**src/deq_pkg.sv**
```systemverilog
`timescale 1ns / 1ps
`default_nettype none
// ----------------------------------------------------------------------------
// deq_pkg
// Shared types and constants for the circular double-ended queue.
// ----------------------------------------------------------------------------
package deq_pkg;

	localparam int DEQ_DEPTH      = 8;
	localparam int DEQ_WORD_WIDTH = 32;

	localparam logic [1:0] OP_PUSH_FRONT = 2'd0;
	localparam logic [1:0] OP_PUSH_REAR  = 2'd1;
	localparam logic [1:0] OP_POP_FRONT  = 2'd2;
	localparam logic [1:0] OP_POP_REAR   = 2'd3;

	localparam logic [1:0] ST_OK        = 2'd0;
	localparam logic [1:0] ST_OVERFLOW  = 2'd1;
	localparam logic [1:0] ST_UNDERFLOW = 2'd2;

	typedef struct packed {
		logic [1:0]         op;
		logic signed [31:0] data;
	} deq_in_t;

	typedef struct packed {
		logic [1:0]         status;
		logic signed [31:0] front_word;
		logic signed [31:0] rear_word;
		logic               is_empty;
		logic               is_full;
		logic [3:0]         fill_count;
	} deq_out_t;

	typedef struct packed {
		logic load;
		logic exec;
		logic rd;
	} deq_ctl_t;

endpackage
`default_nettype wire

```
**src/deq_ctrl.sv**
```systemverilog
`timescale 1ns / 1ps
`default_nettype none
// ----------------------------------------------------------------------------
// deq_ctrl
// Sequencer: accept a word, update the store, read the ends, strobe result.
// ----------------------------------------------------------------------------
module deq_ctrl
	import deq_pkg::*;
(
	input  wire logic clk,
	input  wire logic arst_n,
	input  wire logic start,
	output deq_ctl_t  ctl,
	output logic      busy,
	output logic      done
);

	localparam logic [1:0] S_IDLE = 2'd0;
	localparam logic [1:0] S_EXEC = 2'd1;
	localparam logic [1:0] S_READ = 2'd2;
	localparam logic [1:0] S_DONE = 2'd3;

	logic [1:0] state_q;
	logic [1:0] state_d;
	logic       accept;

	assign busy   = (state_q == S_EXEC) || (state_q == S_READ);
	assign done   = (state_q == S_DONE);
	assign accept = start && !busy;

	assign ctl.load = accept;
	assign ctl.exec = (state_q == S_EXEC);
	assign ctl.rd   = (state_q == S_READ);

	always_comb begin
		case (state_q)
			S_IDLE:  state_d = accept ? S_EXEC : S_IDLE;
			S_EXEC:  state_d = S_READ;
			S_READ:  state_d = S_DONE;
			S_DONE:  state_d = accept ? S_EXEC : S_IDLE;
			default: state_d = S_IDLE;
		endcase
	end

	always_ff @(posedge clk or negedge arst_n) begin
		if (!arst_n) begin
			state_q <= S_IDLE;
		end else begin
			state_q <= state_d;
		end
	end

endmodule
`default_nettype wire

```
**src/deq_datapath.sv**
```systemverilog
`timescale 1ns / 1ps
`default_nettype none
// ----------------------------------------------------------------------------
// deq_datapath
// Slot store, head and tail pointers, fill count and result registers.
// ----------------------------------------------------------------------------
module deq_datapath
	import deq_pkg::*;
#(
	parameter int DEPTH      = DEQ_DEPTH,
	parameter int WORD_WIDTH = DEQ_WORD_WIDTH
) (
	input  wire logic     clk,
	input  wire logic     arst_n,
	input  wire deq_ctl_t ctl,
	input  wire deq_in_t  cmd,
	output deq_out_t      result
);

	localparam int PW = (DEPTH > 1) ? $clog2(DEPTH) : 1;
	localparam int CW = $clog2(DEPTH + 1);
	localparam logic [PW-1:0] LAST_IDX = PW'(DEPTH - 1);
	localparam logic [CW-1:0] FULL_CNT = CW'(DEPTH);

	logic [WORD_WIDTH-1:0] mem_q [DEPTH];

	logic [1:0]                   op_q;
	logic [WORD_WIDTH-1:0]        data_q;
	logic [PW-1:0]                head_q;
	logic [PW-1:0]                tail_q;
	logic [CW-1:0]                count_q;
	logic [1:0]                   status_q;
	logic signed [WORD_WIDTH-1:0] rd_front_q;
	logic signed [WORD_WIDTH-1:0] rd_rear_q;

	logic [PW-1:0] head_d;
	logic [PW-1:0] tail_d;
	logic [CW-1:0] count_d;
	logic [1:0]    status_d;
	logic          we;
	logic [PW-1:0] waddr;
	logic [PW-1:0] head_inc;
	logic [PW-1:0] head_dec;
	logic [PW-1:0] tail_inc;
	logic [PW-1:0] tail_dec;
	logic          empty;

	assign empty    = (count_q == '0);
	assign head_inc = (head_q == LAST_IDX) ? '0 : head_q + 1'b1;
	assign head_dec = (head_q == '0) ? LAST_IDX : head_q - 1'b1;
	assign tail_inc = (tail_q == LAST_IDX) ? '0 : tail_q + 1'b1;
	assign tail_dec = (tail_q == '0) ? LAST_IDX : tail_q - 1'b1;

	always_comb begin
		head_d   = head_q;
		tail_d   = tail_q;
		count_d  = count_q;
		status_d = ST_OK;
		we       = 1'b0;
		waddr    = '0;
		if (op_q == OP_PUSH_FRONT || op_q == OP_PUSH_REAR) begin
			if (count_q == FULL_CNT) begin
				status_d = ST_OVERFLOW;
			end else begin
				we      = 1'b1;
				count_d = count_q + 1'b1;
				if (empty) begin
					head_d = '0;
					tail_d = '0;
					waddr  = '0;
				end else if (op_q == OP_PUSH_FRONT) begin
					head_d = head_dec;
					waddr  = head_dec;
				end else begin
					tail_d = tail_inc;
					waddr  = tail_inc;
				end
			end
		end else begin
			if (empty) begin
				status_d = ST_UNDERFLOW;
			end else begin
				count_d = count_q - 1'b1;
				if (head_q == tail_q) begin
					head_d = '0;
					tail_d = '0;
				end else if (op_q == OP_POP_FRONT) begin
					head_d = head_inc;
				end else begin
					tail_d = tail_dec;
				end
			end
		end
	end

	always_ff @(posedge clk or negedge arst_n) begin
		if (!arst_n) begin
			head_q   <= '0;
			tail_q   <= '0;
			count_q  <= '0;
			status_q <= ST_OK;
		end else if (ctl.exec) begin
			head_q   <= head_d;
			tail_q   <= tail_d;
			count_q  <= count_d;
			status_q <= status_d;
		end
	end

	always_ff @(posedge clk) begin
		if (ctl.load) begin
			op_q   <= cmd.op;
			data_q <= WORD_WIDTH'(cmd.data);
		end
	end

	always_ff @(posedge clk) begin
		if (ctl.exec && we) begin
			mem_q[waddr] <= data_q;
		end
	end

	always_ff @(posedge clk) begin
		if (ctl.rd) begin
			rd_front_q <= mem_q[head_q];
			rd_rear_q  <= mem_q[tail_q];
		end
	end

	assign result.status     = status_q;
	assign result.front_word = empty ? '1 : 32'(rd_front_q);
	assign result.rear_word  = empty ? '1 : 32'(rd_rear_q);
	assign result.is_empty   = empty;
	assign result.is_full    = (count_q == FULL_CNT);
	assign result.fill_count = 4'(count_q);

endmodule
`default_nettype wire

```
**src/double_ended_queue_top.sv**
```systemverilog
`timescale 1ns / 1ps
`default_nettype none
// ----------------------------------------------------------------------------
// double_ended_queue_top
// Fixed-depth circular double-ended queue with status per operation.
// Each accepted word passes the EXEC state, then the READ state, then the result strobe.
// A new word is not taken while busy; a new word is taken in the strobe cycle.
// EXEC writes the slot, and READ registers the words at both ends of the queue.
// Results cannot be stalled; each is shown for exactly one cycle.
// Reset clears pointers, fill count and sequencer; slot contents stay undefined.
// ----------------------------------------------------------------------------
module double_ended_queue_top
	import deq_pkg::*;
#(
	parameter int DEPTH      = DEQ_DEPTH,
	parameter int WORD_WIDTH = DEQ_WORD_WIDTH
) (
	input  wire logic    clk,
	input  wire logic    arst_n,
	input  wire logic    start,
	input  wire deq_in_t cmd,
	output logic         busy,
	output logic         done,
	output deq_out_t     result
);

	deq_ctl_t ctl;

	deq_ctrl u_ctrl (
		.clk    (clk),
		.arst_n (arst_n),
		.start  (start),
		.ctl    (ctl),
		.busy   (busy),
		.done   (done)
	);

	deq_datapath #(
		.DEPTH      (DEPTH),
		.WORD_WIDTH (WORD_WIDTH)
	) u_datapath (
		.clk    (clk),
		.arst_n (arst_n),
		.ctl    (ctl),
		.cmd    (cmd),
		.result (result)
	);

	a_latency: assert property (@(posedge clk) disable iff (!arst_n)
		(start && !busy) |-> ##3 done)
		else $error("result strobe missing three cycles after accept");

	a_strobe_single: assert property (@(posedge clk) disable iff (!arst_n)
		done |=> !done)
		else $error("result strobe longer than one cycle");

	a_flags: assert property (@(posedge clk) disable iff (!arst_n)
		done |-> !(result.is_empty && result.is_full))
		else $error("queue reported empty and full");

	a_empty_words: assert property (@(posedge clk) disable iff (!arst_n)
		(done && result.is_empty) |->
		(result.fill_count == 4'd0 && result.front_word == '1 && result.rear_word == '1))
		else $error("empty queue result inconsistent");

endmodule
`default_nettype wire
```
**config.mk**
```make
export PLATFORM = sky130hd
export DESIGN_NAME = double_ended_queue_top
export DESIGN_NICKNAME = d
export VERILOG_FILES = /design/src/deq_pkg.sv /design/src/deq_ctrl.sv /design/src/deq_datapath.sv /design/src/double_ended_queue_top.sv
export SDC_FILE = /design/constraint.sdc
export NUM_CORES = 1
export LEC_CHECK = 0
export ABC_AREA = 1
export BUFFER_PORTS_ARGS = -buffer_cell sky130_fd_sc_hd__buf_2
export CAP_MARGIN = 10
export CORE_ASPECT_RATIO = 0.6
export CORE_UTILIZATION = 48
export DETAILED_ROUTE_END_ITERATION = 12
export PLACE_DENSITY_LB_ADDON = 0.25
export SETUP_SLACK_MARGIN = 0.2
export SLEW_MARGIN = 25
export SYNTH_ARGS = -nofsm -noshare
export SYNTH_HDL_FRONTEND = slang
export SYNTH_SLANG_ARGS = --single-unit
```
**constraint.sdc**
```tcl
create_clock -name clk -period 4.45 [get_ports clk]
set_input_delay 0.445 -clock clk [delete_from_list [all_inputs] [get_ports clk]]
set_output_delay 0.445 -clock clk [all_outputs]
set_load 0.05 [all_outputs]
```
* Word-level counts from Yosys, hierarchy flattened
Memory sizes are Yosys's and may differ from the RTL's. A register that Yosys moved wholly into a read port is not among the register bits.
Cells that the tools add are included.
** Storage, ports and cells
- Input bits :: 37
- Output and inout port bits :: 74
- Logic and storage cells :: 79
- Memory bits (writable) :: 256
- Memories :: 1
- Register bits :: 48
** Memory list
- u_datapath.mem_q :: words 8, width 32, rd ports 2, clocked after memory_dff 2, write ports 1, RTL line deq_datapath.sv:25 : logic [WORD_WIDTH-1:0] mem_q [DEPTH];
** Cells by class
- Add/subtract/negate cells :: 6
- Reduce and logical (&&, ||, !) cells :: 15
- Eq/ne operators :: 14
- Mux-type cells :: 36
** Operators by type and width (number)
- $mux 3 :: 22
- $mux 32 :: 2
- $mux 4 :: 3
- $reduce_and 5->1 :: 2
- $add 3x1->3 const B :: 2
- $eq 2x2->1 const B :: 3
- $eq 3x3->1 const B :: 2
- $logic_not 3->1 :: 2
- $mux 1 :: 6
- $ne 3x1->1 const B :: 2
- $pmux 2 s3 :: 1
- $sub 3x1->3 const B :: 2
- $add 4x1->4 const B :: 1
- $eq 2x1->1 const B :: 2
- $eq 4x4->1 const B :: 1
- $logic_not 2->1 :: 2
- $logic_not 4->1 :: 1
- $mux 2 :: 2
- $ne 2x2->1 const B :: 2
- $sub 4x1->4 const B :: 1
- $eq 3x3->1 :: 1
- $ne 3x2->1 const B :: 1
- $reduce_and 3->1 :: 1
- $reduce_bool 3->1 :: 1
- other kinds (4) :: 6

* Longest topological paths before layout
- Word-level depth :: 6
- Mapped depth :: 13
- Mapped depth without buffers :: 9

* Cells and area by module
A second synthesis with hierarchy kept.
** Second synthesis, totals
- Cell total of the unflattened synthesis :: 1608
- Area, all modules :: 16927.5 µm²
** Modules (own cells, without submodules)
- deq_datapath :: instances 1, area an instance 16788.6 µm², cells an instance 1594, sequential area each 10930.5 µm²
- deq_ctrl :: instances 1, area an instance 138.9 µm², cells an instance 14, sequential area each 50.0 µm²

* Worst setup path before layout
No wires, ideal clock.
- Path type :: register to register
- Start :: register u_datapath.head_q[1]
- End :: memory u_datapath.mem_q[0][0] in the netlist's numbering, enable pin
- Clock period less this slack :: 3.426 ns
- Path slack :: 1.024 ns
- Library setup time :: 0.421 ns
- Arrival time :: 3.005 ns
- Cell stages (with the launch flop) :: 11
- Required time :: 4.029 ns
- Path through :: dfrtp_1 > buf_2 > buf_4 > clkbuf_1 > inv_1 > ha_1 > o21ai_0 > o21ai_0 > o21ai_1 > o21ai_0 > nor2_1
** On the way
- Longest elaborated chain between the ends :: 6
- Elaborated cells between the ends (all ways) :: 7
- Classes of those cells :: add/sub: 1; mux: 5; reduce/logical: 1
** RTL lines
- from (decl) :: RTL line deq_datapath.sv:29 : logic [PW-1:0] head_q;
- from (signal assigned) :: RTL line deq_datapath.sv:98 : head_q <= '0;
- from (signal assigned) :: RTL line deq_datapath.sv:103 : head_q <= head_d;
- $sub 3x1->3 / $logic_not 3->1 (equally long branches) :: RTL line deq_datapath.sv:50 : assign head_dec = (head_q == '0) ? LAST_IDX : head_q - 1'b1;
- $mux 3 (*) :: RTL line deq_datapath.sv:50
- $mux 3 (*) :: RTL line deq_datapath.sv:71 : end else if (op_q == OP_PUSH_FRONT) begin
- $mux 3 (*) :: RTL line deq_datapath.sv:67 : if (empty) begin
- $mux 3 (*) :: RTL line deq_datapath.sv:62 : if (count_q == FULL_CNT) begin
- $mux 3 (*) :: RTL line deq_datapath.sv:61 : if (op_q == OP_PUSH_FRONT || op_q == OP_PUSH_REAR) begin
- to (decl) :: RTL line deq_datapath.sv:25
Mark *: on every way between the ends. The rest lies on a longest branch, timed or not.

* Final worst setup path
- Start :: register u_datapath.tail_q[0]
- End :: memory u_datapath.mem_q[1][11] in the netlist's numbering, enable pin
** On the way
- Longest elaborated chain between the ends :: 6
- Elaborated cells between the ends (all ways) :: 7
- Classes of those cells :: add/sub: 1; eq/ne: 1; mux: 5
** RTL lines
- from (decl) :: RTL line deq_datapath.sv:30 : logic [PW-1:0] tail_q;
- from (signal assigned) :: RTL line deq_datapath.sv:104 : tail_q <= tail_d;
- $add 3x1->3 / $eq 3x3->1 (equally long branches) :: RTL line deq_datapath.sv:51 : assign tail_inc = (tail_q == LAST_IDX) ? '0 : tail_q + 1'b1;
- $mux 3 (*) :: RTL line deq_datapath.sv:51
- $mux 3 (*) :: RTL line deq_datapath.sv:71
- $mux 3 (*) :: RTL line deq_datapath.sv:67
- $mux 3 (*) :: RTL line deq_datapath.sv:62
- $mux 3 (*) :: RTL line deq_datapath.sv:61
Marks and branches as above.

==> metrics <==
status=complete, no violations; Worst-path clk slew=60 ps; Antenna Nets Post-Route=0; fraction of layout cells with a size suffix above 1=18.08%; setup tns final=0 ps; Vias=12,119; post-synth top area cell=edfxtp_1; drt first pass iters=5; critical path class=flop to flop; maxcap violations=0; Max stage delay on crit path=880 ps; dpl hpwl=23,450 um; pin count of the biggest net entering global routing=111; Setup violations, final=0; initial antenna violation count=0; CP startpoint kind=flop; Post-synth top cells=354 x edfxtp_1, 257 x o21ai_0, 255 x nand2_1; GRT overflow=0; fin crit period=3252 ps; Die Span X=244.5 um; clk buf depth=3; worst skew pair latency=540 ps; Rows=52; Synth Instances=1,605; skew final=18.05 ps; Post-synth EDFFs=354; gp weighted congestion=0.8843; ant diodes=0; Worst Path Arrival=3480 ps; Peak VDD IR=0.0005018 V; count of input and output buffers=110; CTS Sinks=368; FFs w/ async S/R, synth=3.804%; CTS H-tree depth=2; post-synthesis sequential area ratio=64.82%; Root Driver=clkbuf_16; Mapped Avg Cell Area=10.55 um^2; post_cts resized=0; Initial Utilization=49.50%; Layout Area Growth over Synthesis=11.58%; Synth area leaders=edfxtp_1 63%, o21ai_0 7.6%, nand2_1 5.7%, o21ai_1 4.0%, nor2_1 3.2%; DRT iter0 DRCs=1,252; cell family with most CP delay=flip-flops; cell area after layout=18,900 um^2; total power=14.78 mW; top_reg_cell synth=edfxtp_1; Synth cell types=30; Power Density=782.2 nW/um^2; core box area=34,220 um^2; first-pass GRT wire length=63,710 um; Net Count, Synth=1,657; final WL=41,440 um; Worst Path Buf+Inv=1; CTS tree=built; drt drc=0; Die Area=36,070 um^2; Placed Area=17,750 um^2; TritonCTS buffer count=35; Mapped Area=16,940 um^2; die span in y=147.5 um; fin nets=1,714; vias per std cell=5.647; part of the cycle the worst path needs=73.07%; average wire per standard cell=19.31 um; # IOs=111; HP Class=input port to flop; worst-margin pin slew=1019 ps; Synth top area share=62.75%; Max transition margin=32.10%; crit path max fanout=63; unrepaired setup endpoints after global routing=false; CP Cell Sequence=ha_1, ha_1, a21oi_1, nor2_1, o21ai_1, o21ai_0, nor2_4, buf_4; cell with the most instances after synthesis=edfxtp_1; max-slew violations=0; Final Hold Fails=0; Yosys Warn Count=0; CP max stage cell=dfrtp_4; synthesized flop and latch total=368; number of global-route vias before repair=11,254; leakage=6.981 nW; Global Route Usage Sum=22.92%; critical path endpoint category=flop; Fillers=2,899; Worst EP required=4670 ps; FMAX=307.5 MHz; most frequent cell on the critical path=ha_1
==> registers in the layout (all words and copies together), names as in the netlist <==
| signal | cells |
|---|---|
| u_datapath.rd_front_q | 32 |
| u_datapath.rd_rear_q | 32 |
| u_datapath.count_q | 4 |
| u_datapath.data_q | 32 |
| u_ctrl.state_q | 2 |
| u_datapath.op_q | 2 |
| u_datapath.status_q | 2 |
| u_datapath.mem_q | 256 |
| u_datapath.tail_q | 3 |
| u_datapath.head_q | 3 |
==> cells in the final DEF, fill, tap and decap left out, types with 18 or more instances in the layout <==
cell type | synthesis | final
o21ai_0 | 257 | 257
buf_2 | 33 | 110
a21oi_1 | 104 | 104
buf_4 | 7 | 18
inv_1 | 85 | 83
or2_2 | 61 | 61
nor2_1 | 144 | 136
clkbuf_16 | 0 | 37
edfxtp_1 | 354 | 354
a21oi_2 | 30 | 30
o21ai_1 | 136 | 136
nand2_1 | 255 | 255
==> area by class of cell <==
type | instances | area (um^2) | share of cell area (%)
clock buffer | 41 | 940.9 | 4.978
clock inverter | 21 | 176.4 | 0.9333
inverter | 90 | 339.1 | 1.794
multi-input combinational | 1035 | 5119 | 27.08
sequential | 368 | 11000 | 58.18
tap | 459 | 574.3 | 3.038
timing repair buffer | 132 | 754.5 | 3.992
==> logic make-up (layout without fill, tap and decap cells) <==
family / after synthesis / after routing / synth area share (%)
AOI/OAI and AO/OA: 530 / 530 / 16.37
xor gates and xnor gates: 5 / 5 / 0.2586
adders and majority gates: 15 / 15 / 1.152
buffers and inverters: 202 / 284 / 5.392
DFF: 368 / 368 / 64.82
and+or+nand+nor: 485 / 485 / 12.00
==> power by group <==
group	leakage, nW	switching (mW)	total, mW	internal (mW)
logic	3.03	4.75	6.44	1.69
clock network	0.550	1.28	2.97	1.69
registers	3.40	0.536	5.37	4.84
==> stage by stage <==
stage	util (%)	setup slack, ps	std cells	hold WS [ps]
2_1_floorplan	-	1024	1605	149.4
3_3_place_gp	51.84	1293	2082	372.3
3_5_place_dp	51.85	1218	2082	376.1
4_1_cts	55.15	1188	2145	63.38
5_1_grt	55.23	977.6	2146	67.91
6_report	55.23	1198	2146	76.07
==> path summary, 6_finish.rpt <==
path	startpoint	to	slack, ps	cells after the start
setup reg to reg	u_datapath.tail_q[0]	u_datapath.mem_q[1][11]	1200	8
hold reg to reg	u_datapath.status_q[0]	u_datapath.status_q[0]	500	2
hold / removal	cmd[25]	u_datapath.data_q[25]	80	1
max in group asynchronous	arst_n	u_datapath.head_q[1]	3790	2
min in group asynchronous	arst_n	u_datapath.status_q[1]	360	2
setup / recovery	u_datapath.tail_q[0]	u_datapath.mem_q[1][11]	1200	8
==> per-layer routing <==
layer	up-vias	part of all wire [%]	track usage, %
met5	-	0	0
met4	0	2.1	6.438
met3	69	9.0	4.194
met2	595	44	34.50
met1	5767	45	34.10
li1	5688	-	-
==> what timing repair did <==
action,CTS,global route
buffers inserted,0,0
hold endpoints to repair,14,0
hold buffers,1,0
Note: power is estimated with default switching activity, not from simulation.
